[config.mk]
export PLATFORM = sky130hd
export DESIGN_NAME = spiral_order_scan_top
export DESIGN_NICKNAME = d
export VERILOG_FILES = /design/src/rtl/sos_pkg.sv /design/src/rtl/sos_walk.sv /design/src/rtl/spiral_order_scan_top.sv
export SDC_FILE = /design/constraint.sdc
export NUM_CORES = 1
export LEC_CHECK = 0
export BUFFER_PORTS_ARGS = -buffer_cell sky130_fd_sc_hd__buf_2
export CAP_MARGIN = 20
export CELL_PAD_IN_SITES_DETAIL_PLACEMENT = 2
export CELL_PAD_IN_SITES_GLOBAL_PLACEMENT = 2
export CORE_AREA = 2 2 220 384
export DETAILED_ROUTE_END_ITERATION = 10
export DIE_AREA = 0 0 222 386
export GPL_TIMING_DRIVEN = 0
export PLACE_DENSITY = 0.9
export SETUP_SLACK_MARGIN = 0.15
export SYNTH_ARGS = -nofsm -noshare
export SYNTH_HDL_FRONTEND = slang
export SYNTH_HIERARCHICAL = 1
export SYNTH_SLANG_ARGS = --single-unit
[constraint.sdc]
create_clock -name clk_i -period 11.5 [get_ports clk_i]
set_input_delay 0.575 -clock clk_i [delete_from_list [all_inputs] [get_ports clk_i]]
set_output_delay 0.575 -clock clk_i [all_outputs]
set_load 0.01 [all_outputs]
[src/rtl/sos_pkg.sv]
`timescale 1ns / 1ps

package sos_pkg;

  // default geometry and data width
  localparam int unsigned MAX_ROWS_DEF   = 8;
  localparam int unsigned MAX_COLS_DEF   = 8;
  localparam int unsigned DATA_WIDTH_DEF = 16;

  // configuration port
  localparam int unsigned SIZE_W    = 4;
  localparam int unsigned CFG_IDX_W = 2;

  localparam logic [SIZE_W-1:0] ROW_COUNT_RST    = 4'd8;
  localparam logic [SIZE_W-1:0] COLUMN_COUNT_RST = 4'd8;

  typedef enum logic [CFG_IDX_W-1:0] {
    CFG_ROW_COUNT    = 2'd0,
    CFG_COLUMN_COUNT = 2'd1
  } cfg_idx_e;

  // status of the spiral walker toward the top level
  typedef struct packed {
    logic active;
    logic last;
  } walk_stat_t;

endpackage

[src/rtl/sos_walk.sv]
`timescale 1ns / 1ps

module sos_walk import sos_pkg::*; #(
  parameter int unsigned MAX_ROWS = MAX_ROWS_DEF,
  parameter int unsigned MAX_COLS = MAX_COLS_DEF,
  localparam int unsigned DEPTH   = MAX_ROWS * MAX_COLS,
  localparam int unsigned AW      = (DEPTH > 1) ? $clog2(DEPTH) : 1,
  localparam int unsigned NW      = $clog2(DEPTH + 1)
) (
  input  logic              clk_i,
  input  logic              rst_ni,
  input  logic              launch_i,
  input  logic [SIZE_W-1:0] rows_i,
  input  logic [SIZE_W-1:0] cols_i,
  input  logic [NW-1:0]     total_i,
  output logic [AW-1:0]     addr_o,
  output walk_stat_t        stat_o
);

  localparam int unsigned RW = (MAX_ROWS > 1) ? $clog2(MAX_ROWS) : 1;
  localparam int unsigned CW = (MAX_COLS > 1) ? $clog2(MAX_COLS) : 1;

  typedef enum logic [1:0] {
    DIR_RIGHT,
    DIR_DOWN,
    DIR_LEFT,
    DIR_UP
  } dir_e;

  dir_e            dir_q;
  logic            active_q;
  logic [RW-1:0]   row_q, top_q, bottom_q;
  logic [CW-1:0]   col_q, left_q, right_q;
  logic [NW-1:0]   cnt_q, total_q, cols_q;
  logic            last;

  assign last = (cnt_q == (total_q - NW'(1)));

  // linear store address of the current cell
  assign addr_o = AW'(NW'(row_q) * cols_q + NW'(col_q));

  assign stat_o.active = active_q;
  assign stat_o.last   = last;

  // walk the bounds clockwise, turning when a segment is used up
  always_ff @(posedge clk_i or negedge rst_ni) begin
    if (!rst_ni) begin
      active_q <= 1'b0;
      dir_q    <= DIR_RIGHT;
      cnt_q    <= '0;
      total_q  <= '0;
      cols_q   <= '0;
      row_q    <= '0;
      col_q    <= '0;
      top_q    <= '0;
      left_q   <= '0;
      bottom_q <= '0;
      right_q  <= '0;
    end else if (launch_i) begin
      active_q <= 1'b1;
      dir_q    <= DIR_RIGHT;
      cnt_q    <= '0;
      total_q  <= total_i;
      cols_q   <= NW'(cols_i);
      row_q    <= '0;
      col_q    <= '0;
      top_q    <= '0;
      left_q   <= '0;
      bottom_q <= RW'(rows_i - SIZE_W'(1));
      right_q  <= CW'(cols_i - SIZE_W'(1));
    end else if (active_q) begin
      cnt_q <= cnt_q + NW'(1);
      if (last) begin
        active_q <= 1'b0;
      end
      case (dir_q)
        DIR_RIGHT: begin
          if (col_q != right_q) begin
            col_q <= col_q + CW'(1);
          end else begin
            dir_q <= DIR_DOWN;
            top_q <= top_q + RW'(1);
            row_q <= row_q + RW'(1);
          end
        end
        DIR_DOWN: begin
          if (row_q != bottom_q) begin
            row_q <= row_q + RW'(1);
          end else begin
            dir_q   <= DIR_LEFT;
            right_q <= right_q - CW'(1);
            col_q   <= col_q - CW'(1);
          end
        end
        DIR_LEFT: begin
          if (col_q != left_q) begin
            col_q <= col_q - CW'(1);
          end else begin
            dir_q    <= DIR_UP;
            bottom_q <= bottom_q - RW'(1);
            row_q    <= row_q - RW'(1);
          end
        end
        DIR_UP: begin
          if (row_q != top_q) begin
            row_q <= row_q - RW'(1);
          end else begin
            dir_q  <= DIR_RIGHT;
            left_q <= left_q + CW'(1);
            col_q  <= col_q + CW'(1);
          end
        end
        default: begin
          dir_q <= DIR_RIGHT;
        end
      endcase
    end
  end

`ifndef SYNTHESIS
  // a new matrix never launches over a walk in progress
  assert property (@(posedge clk_i) disable iff (!rst_ni) !(launch_i && active_q))
    else $error("walk launched while active");

  // the emit count stays inside the matrix
  assert property (@(posedge clk_i) disable iff (!rst_ni) active_q |-> (cnt_q < total_q))
    else $error("walk count ran past matrix size");

  // the walk stops right after its final cell
  assert property (@(posedge clk_i) disable iff (!rst_ni)
    (active_q && last && !launch_i) |=> !active_q)
    else $error("walk kept running after last cell");
`endif

endmodule

[src/rtl/spiral_order_scan_top.sv]
`timescale 1ns / 1ps
// channel  | ports                                      | handshake
// ---------+--------------------------------------------+------------------------------
// input    | start_i, busy_o, element_value_i           | taken when start_i && !busy_o
// config   | cfg_valid_i, cfg_ready_o, cfg_index_i,     | written when valid && ready
//          | cfg_data_i                                 |
// result   | out_valid_o, out_value_o, out_last_o       | one-cycle strobe, no back-pressure
//
// the item that completes the matrix starts a walk that holds busy_o high until every
// element of the matrix has been read from the store, one element read per cycle
// each result follows its walk step in the next cycle, from the registered store read port
// reset clears the load count and restores both sizes to 8; the store is not cleared
// the receiver cannot stall, so results are never held back

module spiral_order_scan_top import sos_pkg::*; #(
  parameter int unsigned MAX_ROWS   = MAX_ROWS_DEF,
  parameter int unsigned MAX_COLS   = MAX_COLS_DEF,
  parameter int unsigned DATA_WIDTH = DATA_WIDTH_DEF
) (
  input  logic                         clk_i,
  input  logic                         rst_ni,
  input  logic                         start_i,
  output logic                         busy_o,
  input  logic signed [DATA_WIDTH-1:0] element_value_i,
  input  logic                         cfg_valid_i,
  output logic                         cfg_ready_o,
  input  logic [CFG_IDX_W-1:0]         cfg_index_i,
  input  logic [SIZE_W-1:0]            cfg_data_i,
  output logic                         out_valid_o,
  output logic signed [DATA_WIDTH-1:0] out_value_o,
  output logic                         out_last_o
);

  localparam int unsigned DEPTH = MAX_ROWS * MAX_COLS;
  localparam int unsigned AW    = (DEPTH > 1) ? $clog2(DEPTH) : 1;
  localparam int unsigned NW    = $clog2(DEPTH + 1);

  logic [SIZE_W-1:0]     row_count_q, column_count_q;
  logic [SIZE_W-1:0]     rows_eff, cols_eff;
  logic [NW-1:0]         total, load_count_q, load_next;
  logic                  accept, complete;
  logic [AW-1:0]         rd_addr;
  walk_stat_t            walk_stat;
  logic [DATA_WIDTH-1:0] store_q [DEPTH];
  logic [DATA_WIDTH-1:0] rd_data_q;
  logic                  out_valid_q, out_last_q;

  // configuration registers
  assign cfg_ready_o = 1'b1;

  always_ff @(posedge clk_i or negedge rst_ni) begin
    if (!rst_ni) begin
      row_count_q    <= ROW_COUNT_RST;
      column_count_q <= COLUMN_COUNT_RST;
    end else if (cfg_valid_i && cfg_ready_o) begin
      case (cfg_index_i)
        CFG_ROW_COUNT:    row_count_q    <= cfg_data_i;
        CFG_COLUMN_COUNT: column_count_q <= cfg_data_i;
        default: ;
      endcase
    end
  end

  // clamp sizes into 1..max
  always_comb begin
    if (row_count_q == '0) begin
      rows_eff = SIZE_W'(1);
    end else if (row_count_q > SIZE_W'(MAX_ROWS)) begin
      rows_eff = SIZE_W'(MAX_ROWS);
    end else begin
      rows_eff = row_count_q;
    end
    if (column_count_q == '0) begin
      cols_eff = SIZE_W'(1);
    end else if (column_count_q > SIZE_W'(MAX_COLS)) begin
      cols_eff = SIZE_W'(MAX_COLS);
    end else begin
      cols_eff = column_count_q;
    end
  end

  assign total     = NW'(rows_eff) * NW'(cols_eff);
  assign load_next = load_count_q + NW'(1);
  assign accept    = start_i && !busy_o;
  assign complete  = accept && (load_next >= total);
  assign busy_o    = walk_stat.active;

  // load counter
  always_ff @(posedge clk_i or negedge rst_ni) begin
    if (!rst_ni) begin
      load_count_q <= '0;
    end else if (accept) begin
      load_count_q <= complete ? '0 : load_next;
    end
  end

  // element store, one write port for loading and one registered read port
  always_ff @(posedge clk_i) begin
    if (accept) begin
      store_q[load_count_q[AW-1:0]] <= element_value_i;
    end
    if (walk_stat.active) begin
      rd_data_q <= store_q[rd_addr];
    end
  end

  sos_walk #(
    .MAX_ROWS (MAX_ROWS),
    .MAX_COLS (MAX_COLS)
  ) u_walk (
    .clk_i    (clk_i),
    .rst_ni   (rst_ni),
    .launch_i (complete),
    .rows_i   (rows_eff),
    .cols_i   (cols_eff),
    .total_i  (total),
    .addr_o   (rd_addr),
    .stat_o   (walk_stat)
  );

  // result strobe lines up with the read data
  always_ff @(posedge clk_i or negedge rst_ni) begin
    if (!rst_ni) begin
      out_valid_q <= 1'b0;
      out_last_q  <= 1'b0;
    end else begin
      out_valid_q <= walk_stat.active;
      out_last_q  <= walk_stat.active && walk_stat.last;
    end
  end

  assign out_valid_o = out_valid_q;
  assign out_last_o  = out_last_q;
  assign out_value_o = rd_data_q;

endmodule
==> results by group, run 1 <==
Status
  – Status: did not finish
  – Stage at which the flow ended: 4_1_cts
  – Error text reported by the tool: [ERROR DPL-0033] detailed placement checks failed during check placement.

Floorplanning
  – Number of placed I/O pins: 46
  – Effective utilization at floorplan: 0.534
  – Die extent in y: between 300 and 400 um
  – FP Rows: between 100 and 150
  – Die width: 222 um

Placement
  – Worst slack at placement: roughly 4.8 ns
  – Detailed placement HPWL: 114 mm
  – Port Buffers: 44
  – GPL Wtd Cong: 0.902

Clocking
  – Maximum count of clock buffers along a single path: 3
  – Root buf cell: clkbuf_16
  – Post_cts resized: 0
  – Number of sinks driven by the clock tree: 1096
  – Hold bufs inserted after CTS: 1
  – H-tree levels: 3
  – Number of buffers created by CTS: between 90 and 100
  – Setup Fix Bufs, Post-CTS: 0

Synthesis
  – Post-Syn Instances: roughly 2200
  – Per-instance average area after synthesis: 20.2 um^2
  – Yosys warning count: 6
  – Post-synthesis net count: between 2000 and 2500
  – Cell area after synthesis: 44200 um^2
[per-stage QoR]
step            util  std cells  hold slack [ns]  cell area [um^2]
3_3_place_gp   0.553       3303            0.485             45800
3_5_place_dp   0.567       3369            0.514             47000
2_1_floorplan      -       2194            0.279             44200
==> run 2, diff against run 1 <==
- CELL_PAD_IN_SITES_DETAIL_PLACEMENT: 2 -> unset
- CELL_PAD_IN_SITES_GLOBAL_PLACEMENT: 2 -> unset
- CORE_AREA: 2 2 220 384 -> 2 2 336 338
- DIE_AREA: 0 0 222 386 -> 0 0 338 340
- PLACE_DENSITY: 0.9 -> unset
- PLACE_DENSITY_LB_ADDON: unset -> 0.15
- SETUP_SLACK_MARGIN: 0.15 -> unset
==> run 2 against run 1 <==
Against the previous run:
- the run now ends clean
- synthesized cell count is the same
- synthesized area is the same
==> results by group, run 2 <==
Status
  – Status: completed

Global routing
  – Met3 layer usage reported by global route: 0.0326
  – Maximum number of pins on one net before global-route repair: 65
  – GRT overflow: 0
  – Initial antenna violation count: 2
  – Met2 Use GR: 0.335
  – Number of global-route vias before repair: 22805
  – Wire length of the first global-routing pass: 169 mm
  – Global routing usage summed across all routing layers: 0.210
  – Most crowded layer after global routing: met2
  – Grt met1 use: 0.296

Synthesis
  – Yosys warning count: 6 (unchanged)
  – Post-synthesis net count: 2268 (unchanged)
  – Per-instance average area after synthesis: 20.2 um^2 (unchanged)
  – Post-Syn Instances: 2194 (unchanged)
  – Cell area after synthesis: 44200 um^2 (unchanged)

Clocking
  – Root buf cell: clkbuf_16
  – Number of buffers created by CTS: 113 (+15%)
  – TritonCTS clock tree: yes
  – Number of sinks driven by the clock tree: 1096 (unchanged)
  – Setup Fix Bufs, Post-CTS: 0 (unchanged)
  – Maximum count of clock buffers along a single path: 3 (unchanged)
  – H-tree levels: 3 (unchanged)
  – Latest clock arrival within the worst-skew pair: 0.70 ns
  – Clock transition at the registers of the reported paths: roughly 0.06 ns

Finish
  – Most common library cell in the layout ignoring fill and taps: edfxtp_1
  – Layout-stage area growth over the synthesis result: 16.5%
  – Flip-flop count of the largest register after layout: 1024
  – Final Instance Area: about 52000 um^2
  – Share of cells above drive strength 1: 0.282
  – Top library cells by usage in the layout, fill and taps aside: 1040 x edfxtp_1, 253 x mux4_2, 114 x clkbuf_16
  – Nets: 2514

Timing
  – Pin slew with the least headroom to its limit: 1.08 ns
  – Fraction of the cycle the final worst path needs: 0.506
  – Worst Hold Slack: ~0.14 ns
  – Final count of hold timing violations: 0
  – Number of slew-limit violations in the final report: 0
  – Clock Skew: 0.0298 ns
  – Max-Slew Margin vs Limit: 0.280
  – Time the worst path needs with I/O delays and setup: 5.82 ns
  – Setup-failing EPs final: 0
  – Setup TNS Final: 0 ns
  – RSZ-0062 raised after global routing: false
  – Top achievable clock speed: 172 MHz

Worst setup path
  – Worst path cell trace: buf_2, nand2_1, fa_1, inv_1, fa_1, ha_1, a21o_1, a21oi_1, xnor2_1, buf_2, clkbuf_1, mux4_2, mux2i_1, a21oi_1, o21ai_1, o21ai_1
  – CP Capture Type: flop
  – CP max FO: 10
  – Crit path arrival time: 6.22 ns
  – Critical path class: flop to flop
  – Peak per-stage delay on the critical path: 0.60 ns
  – R2R depth: 16
  – Register-to-Register Setup Slack: 5.68 ns
  – Startpoint types: flop
  – Critical-path top delay cell: clkbuf_1
  – Launch instance of the worst register-to-register path: u_walk/row_q[2]
  – Critical register-to-register path endpoint: out_value_o[3]
  – Endpoint required time on the critical path: 11.90 ns

Run
  – Number of max-cap violations: 0

Floorplanning
  – FP Rows: 123 (-12%)
  – Die width: 338 um (+52%)
  – Die extent in y: 340 um (-12%)
  – Total core area: 112000 um^2
  – Number of placed I/O pins: 46 (unchanged)
  – Area of the die: 115000 um^2
  – Effective utilization at floorplan: 0.396 (-0.137)

Detailed routing
  – Detailed-route wire length per cell: 29.6 um
  – First-pass iteration count of the detailed router: 5
  – Via count: 22477
  – Final routed wirelength across all metal layers: 119 mm
  – Via-to-Cell Ratio: 5.58
  – DRC marker count from the first detailed-route iteration: 2426
  – Drt drc: 0
  – Antenna violation net count after detailed routing: 0

Hold path
  – Hold Crit Depth: 2
  – Startpoint of the most critical hold path: cfg_data_i[0]
  – Min-delay worst type: primary input to flop
  – End point of the most critical hold path: column_count_q[0]

Placement
  – Port Buffers: 44 (unchanged)
  – Detailed placement HPWL: 83.7 mm (-26%)
  – Area after detailed placement: 47900 um^2 (+1.8%)
  – GPL Wtd Cong: 0.930 (+3.1%)
run 2: cell type report:
type | instances | area (um^2)
Antenna cell | 1 | 2.50
Buffer | 117 | 807
Inverter | 43 | 161
Timing Repair Buffer | 131 | 1750
Clock buffer | 141 | 2950
Multi-Input combinational cell | 938 | 10800
Clock inverter | 64 | 553
Fill cell | 9351 | 60100
Sequential cell | 1096 | 32600
Tap cell | 1500 | 1880
run 2: metrics by stage:
| step | instances | utilization | setup slack, ns |
|---|---|---|---|
| 3_3_place_gp | 3738 | 0.415 | 5.26 |
| 5_1_grt | 4030 | 0.462 | 5.27 |
| 6_report | 4031 | 0.462 | 5.68 |
| 3_5_place_dp | 3818 | 0.429 | 5.62 |
| 2_1_floorplan | 2194 | - | 6.61 |
| 4_1_cts | 4024 | 0.460 | 5.60 |
run 2: worst max-delay path by stage:
stage | startpoint | endpoint | slack (ns) | cells after the start
2_1_floorplan | row_count_q[3] | u_walk/right_q[2] | 6.61 | 24
3_3_place_gp | u_walk/row_q[2] | out_value_o[3] | 5.26 | 16
3_5_place_dp | u_walk/row_q[2] | out_value_o[4] | 5.62 | 16
4_1_cts | u_walk/row_q[2] | out_value_o[4] | 5.60 | 16
5_1_grt | row_count_q[2] | u_walk/right_q[2] | 5.27 | 24
6_report | u_walk/row_q[2] | out_value_o[3] | 5.68 | 16
run 2: metal layers:
layer | vias up | share of wire
met5 | - | 0.00019
met4 | 4 | 0.033
met3 | 180 | 0.058
met2 | 719 | 0.48
met1 | 12143 | 0.43
li1 | 9431 | -
run 2: what timing repair did:
| item | 4_1_cts | 5_1_grt |
|---|---|---|
| hold endpoints to repair | 26 | 0 |
| hold buffers | 1 | 0 |
| resized for setup | 0 | 0 |
| endpoints found under the setup margin | 0 | 0 |
run 2: worst max-delay path, delay by kind of cell (launching register included):
kind	cells	cell delay (ns)
xor+xnor	1	0.55
flops	1	0.31
fa+ha+maj	3	1.31
mux	2	0.85
simple gates	1	0.10
buf+inv	4	1.25
compound gates	5	1.12
Power of run 2 is not shown: default switching activity piles up to over one toggle a cycle in this logic, so the estimate is an artifact.
==> run 3, diff against run 2 <==
- ABC_AREA: unset -> 1
- CORE_AREA: 2 2 336 338 -> 2 2 345 347
- DIE_AREA: 0 0 338 340 -> 0 0 347 349
- clock period: 11.5 -> 5.55 ns (I/O delays scaled with it)
==> run 3 against run 2 <==
Against the previous run:
- design area rose by 4.7%
- maximum frequency rose by 14%
- synthesized cell count grew 86%
- die area up 5.4%
- synthesized area rose by 5.3%
- highest routed layer unchanged
==> results by group, run 3 <==
Status
  – Status: completed

Clocking
  – H-tree levels: 3 (unchanged)
  – Maximum count of clock buffers along a single path: 3 (unchanged)
  – Latest clock arrival within the worst-skew pair: 0.73 ns (+0.03 ns)
  – Number of buffers created by CTS: 118 (+4.4%)
  – Root buf cell: clkbuf_16
  – Number of sinks driven by the clock tree: 1096 (unchanged)
  – Clock transition at the registers of the reported paths: 0.06 ns (about the same)
  – TritonCTS clock tree: yes

Timing
  – Fraction of the cycle the final worst path needs: 0.923 (+0.416)
  – Worst Hold Slack: 0.0381 ns (-0.0986 ns)
  – Setup slack after layout: 0.430 ns (-5.25 ns)
  – Pin slew with the least headroom to its limit: 1.18 ns (+0.102 ns)
  – Max-Slew Margin vs Limit: 0.211 (-0.0686)
  – Number of slew-limit violations in the final report: 0 (unchanged)
  – Setup TNS Final: 0 ns (unchanged)
  – Setup-failing EPs final: 0 (unchanged)
  – Top achievable clock speed: 195 MHz (+14%)
  – RSZ-0062 raised after global routing: false
  – Final count of hold timing violations: 0 (unchanged)
  – Clock Skew: 0.0374 ns (+0.00753 ns)
  – Time the worst path needs with I/O delays and setup: 5.12 ns (-0.702 ns)

Worst setup path
  – Critical register-to-register path endpoint: out_value_o[12]
  – R2R depth: 17 (+1)
  – Startpoint types: flop
  – Number of cells on the critical path: 17 (+1)
  – Peak per-stage delay on the critical path: 0.75 ns (+0.15 ns)
  – Critical path class: flop to flop
  – Register-to-Register Setup Slack: 0.43 ns (-5.25 ns)
  – CP max FO: 10 (unchanged)
  – Critical-path top delay cell: buf_1
  – Endpoint required time on the critical path: 6.09 ns (-5.81 ns)
  – Launch instance of the worst register-to-register path: u_walk/row_q[2]
  – Critical path's top delay family: buffers and inverters
  – Crit path arrival time: 5.66 ns (-0.56 ns)
  – Worst path cell trace: buf_6, nand2_1, fa_1, inv_1, fa_1, inv_1, fa_1, inv_1, inv_1, buf_2, buf_1, nand3_1, nand2_1, nand2_1, nand3_1, nand3_1, nand2_1
  – Combined buffer and inverter count along the critical path: 7 (+3)
  – CP Capture Type: flop

Global routing
  – GRT overflow: 0 (unchanged)
  – Initial antenna violation count: 6 (+4)
  – Grt met1 use: 0.341 (+0.0447)
  – Most crowded layer after global routing: met2
  – Met2 Use GR: 0.388 (+0.0533)
  – Number of global-route vias before repair: 29961 (+31%)
  – Met3 layer usage reported by global route: 0.0341 (+0.00148)
  – Wire length of the first global-routing pass: 211 mm (+25%)
  – Maximum number of pins on one net before global-route repair: 65 (unchanged)
  – Global routing usage summed across all routing layers: 0.242 (+0.0321)

Finish
  – Fill count: 10783 (+15%)
  – Most common library cell in the layout ignoring fill and taps: nand2_1
  – Layout-stage area growth over the synthesis result: 15.9%
  – Nets: 4418 (+76%)
  – Flip-flop count of the largest register after layout: 1024 (unchanged)
  – Share of cells above drive strength 1: 0.128 (-0.154)
  – Final Instance Area: 54000 um^2 (+4.7%)
  – Top library cells by usage in the layout, fill and taps aside: 1457 x nand2_1, 1040 x edfxtp_1, 893 x nand3_1

Detailed routing
  – Via count: 31637 (+41%)
  – Detailed-route wire length per cell: 24.7 um (-16%)
  – Antenna violation net count after detailed routing: 0 (unchanged)
  – Via-to-Cell Ratio: 5.30 (-5.0%)
  – Final routed wirelength across all metal layers: 148 mm (+24%)
  – First-pass iteration count of the detailed router: 6 (+1)
  – Drt drc: 0 (unchanged)
  – DRC marker count from the first detailed-route iteration: 3439 (+42%)

Floorplanning
  – FP Rows: 126 (+2.4%)
  – Number of placed I/O pins: 46 (unchanged)
  – Total core area: 117000 um^2 (+5.3%)
  – Die extent in y: 349 um (+2.6%)
  – Die width: 347 um (+2.7%)
  – Area of the die: 121000 um^2 (+5.4%)
  – Effective utilization at floorplan: 0.396 (about the same)

Hold path
  – End point of the most critical hold path: row_count_q[0]
  – Min-delay worst type: primary input to flop
  – Hold Crit Depth: 4 (+2)
  – Startpoint of the most critical hold path: cfg_index_i[1]

Synthesis
  – Yosys warning count: 6 (unchanged)
  – Post-synthesis net count: 4157 (+83%)
  – Cell area after synthesis: 46500 um^2 (+5.3%)
  – Per-instance average area after synthesis: 11.4 um^2 (-43%)
  – Post-Syn Instances: 4083 (+86%)

Placement
  – Area after detailed placement: 50200 um^2 (+4.9%)
  – GPL Wtd Cong: 0.977 (+5.1%)
  – Port Buffers: 44 (unchanged)
  – Detailed placement HPWL: 101 mm (+21%)
  – Worst slack at placement: -0.0635 ns (-5.69 ns)

Power
  – Final Total Pwr: 16.8 mW
  – Worst-case vdd ir drop: 0.258 mV
  – Leakage: 20.1 nW
  – Power density relative to cell area: 312 nW/um^2

Run
  – Number of max-cap violations: 0 (unchanged)
-- run 3: cell types whose count changed in the layout (fill, tap and decap cells not counted), moves of 29 or more --
cell	previous run	this run
buf_2	65	152
mux2i_1	61	1
buf_4	22	54
nand2_1	59	1457
nand3_1	12	893
mux4_2	253	0
inv_1	43	86
mux2_2	29	0
-- run 3: stage by stage --
stage           util  std cells
2_1_floorplan      -       4083
3_3_place_gp   0.415       5663
3_5_place_dp   0.428       5744
4_1_cts        0.459       5971
5_1_grt        0.459       5972
6_report       0.459       5974
-- run 3: metal layers --
layer,routed length [um],share of wire,vias to the layer above
li1,-,-,14712
met4,4830,0.033,2
met2,68700,0.47,1180
met3,10100,0.068,229
met1,64000,0.43,15514
met5,13,0.000088,-
-- run 3: tightest hold or removal path: cells and delay by family --
kind	cells	cell delay, ns
AO/OA/AOI/OAI	1	0.11
AND/OR/NAND/NOR	2	0.21
buffers and inverters	1	0.09
-- run 3: repair_timing --
item / 4_1_cts / 5_1_grt
hold endpoints to repair: 173 / 0
hold buffers: 15 / 0
endpoints found under the setup margin: 1 / 4
pin swaps: 0 / 2
resized for setup: 1 / 3
buffers inserted: 0 / 2
-- run 3: where the power goes --
group / internal, mW / switching [mW] / total, mW
sequential: 9.06 / 0.00930 / 9.07
clock: 4.11 / 3.26 / 7.37
combinational: 0.105 / 0.294 / 0.399
-- run 3: area by class of cell --
class                      instances  area, um^2  share of cell area
sequential                      1096       32600               0.605
inverter                          97         374             0.00693
antenna                            2        5.00           0.0000928
tap                             1536        1920              0.0356
buffer                           239        1560              0.0289
clock inverter                    56         398             0.00737
multi-input combinational       2650       12100               0.225
timing repair buffer             142        1750              0.0325
clock buffer                     156        3160              0.0586
-- run 3: how the worst max path moves through the flow --
| stage | from | to |
|---|---|---|
| 2_1_floorplan | row_count_q[2] | u_walk/right_q[2] |
| 3_3_place_gp | u_walk/active_q | store_q[36][12] |
| 5_1_grt | row_count_q[2] | u_walk/right_q[2] |
| 4_1_cts | row_count_q[2] | u_walk/right_q[2] |
| 6_report | u_walk/row_q[2] | out_value_o[12] |
| 3_5_place_dp | row_count_q[2] | u_walk/right_q[2] |
Note: power is estimated with default switching activity, not from simulation.
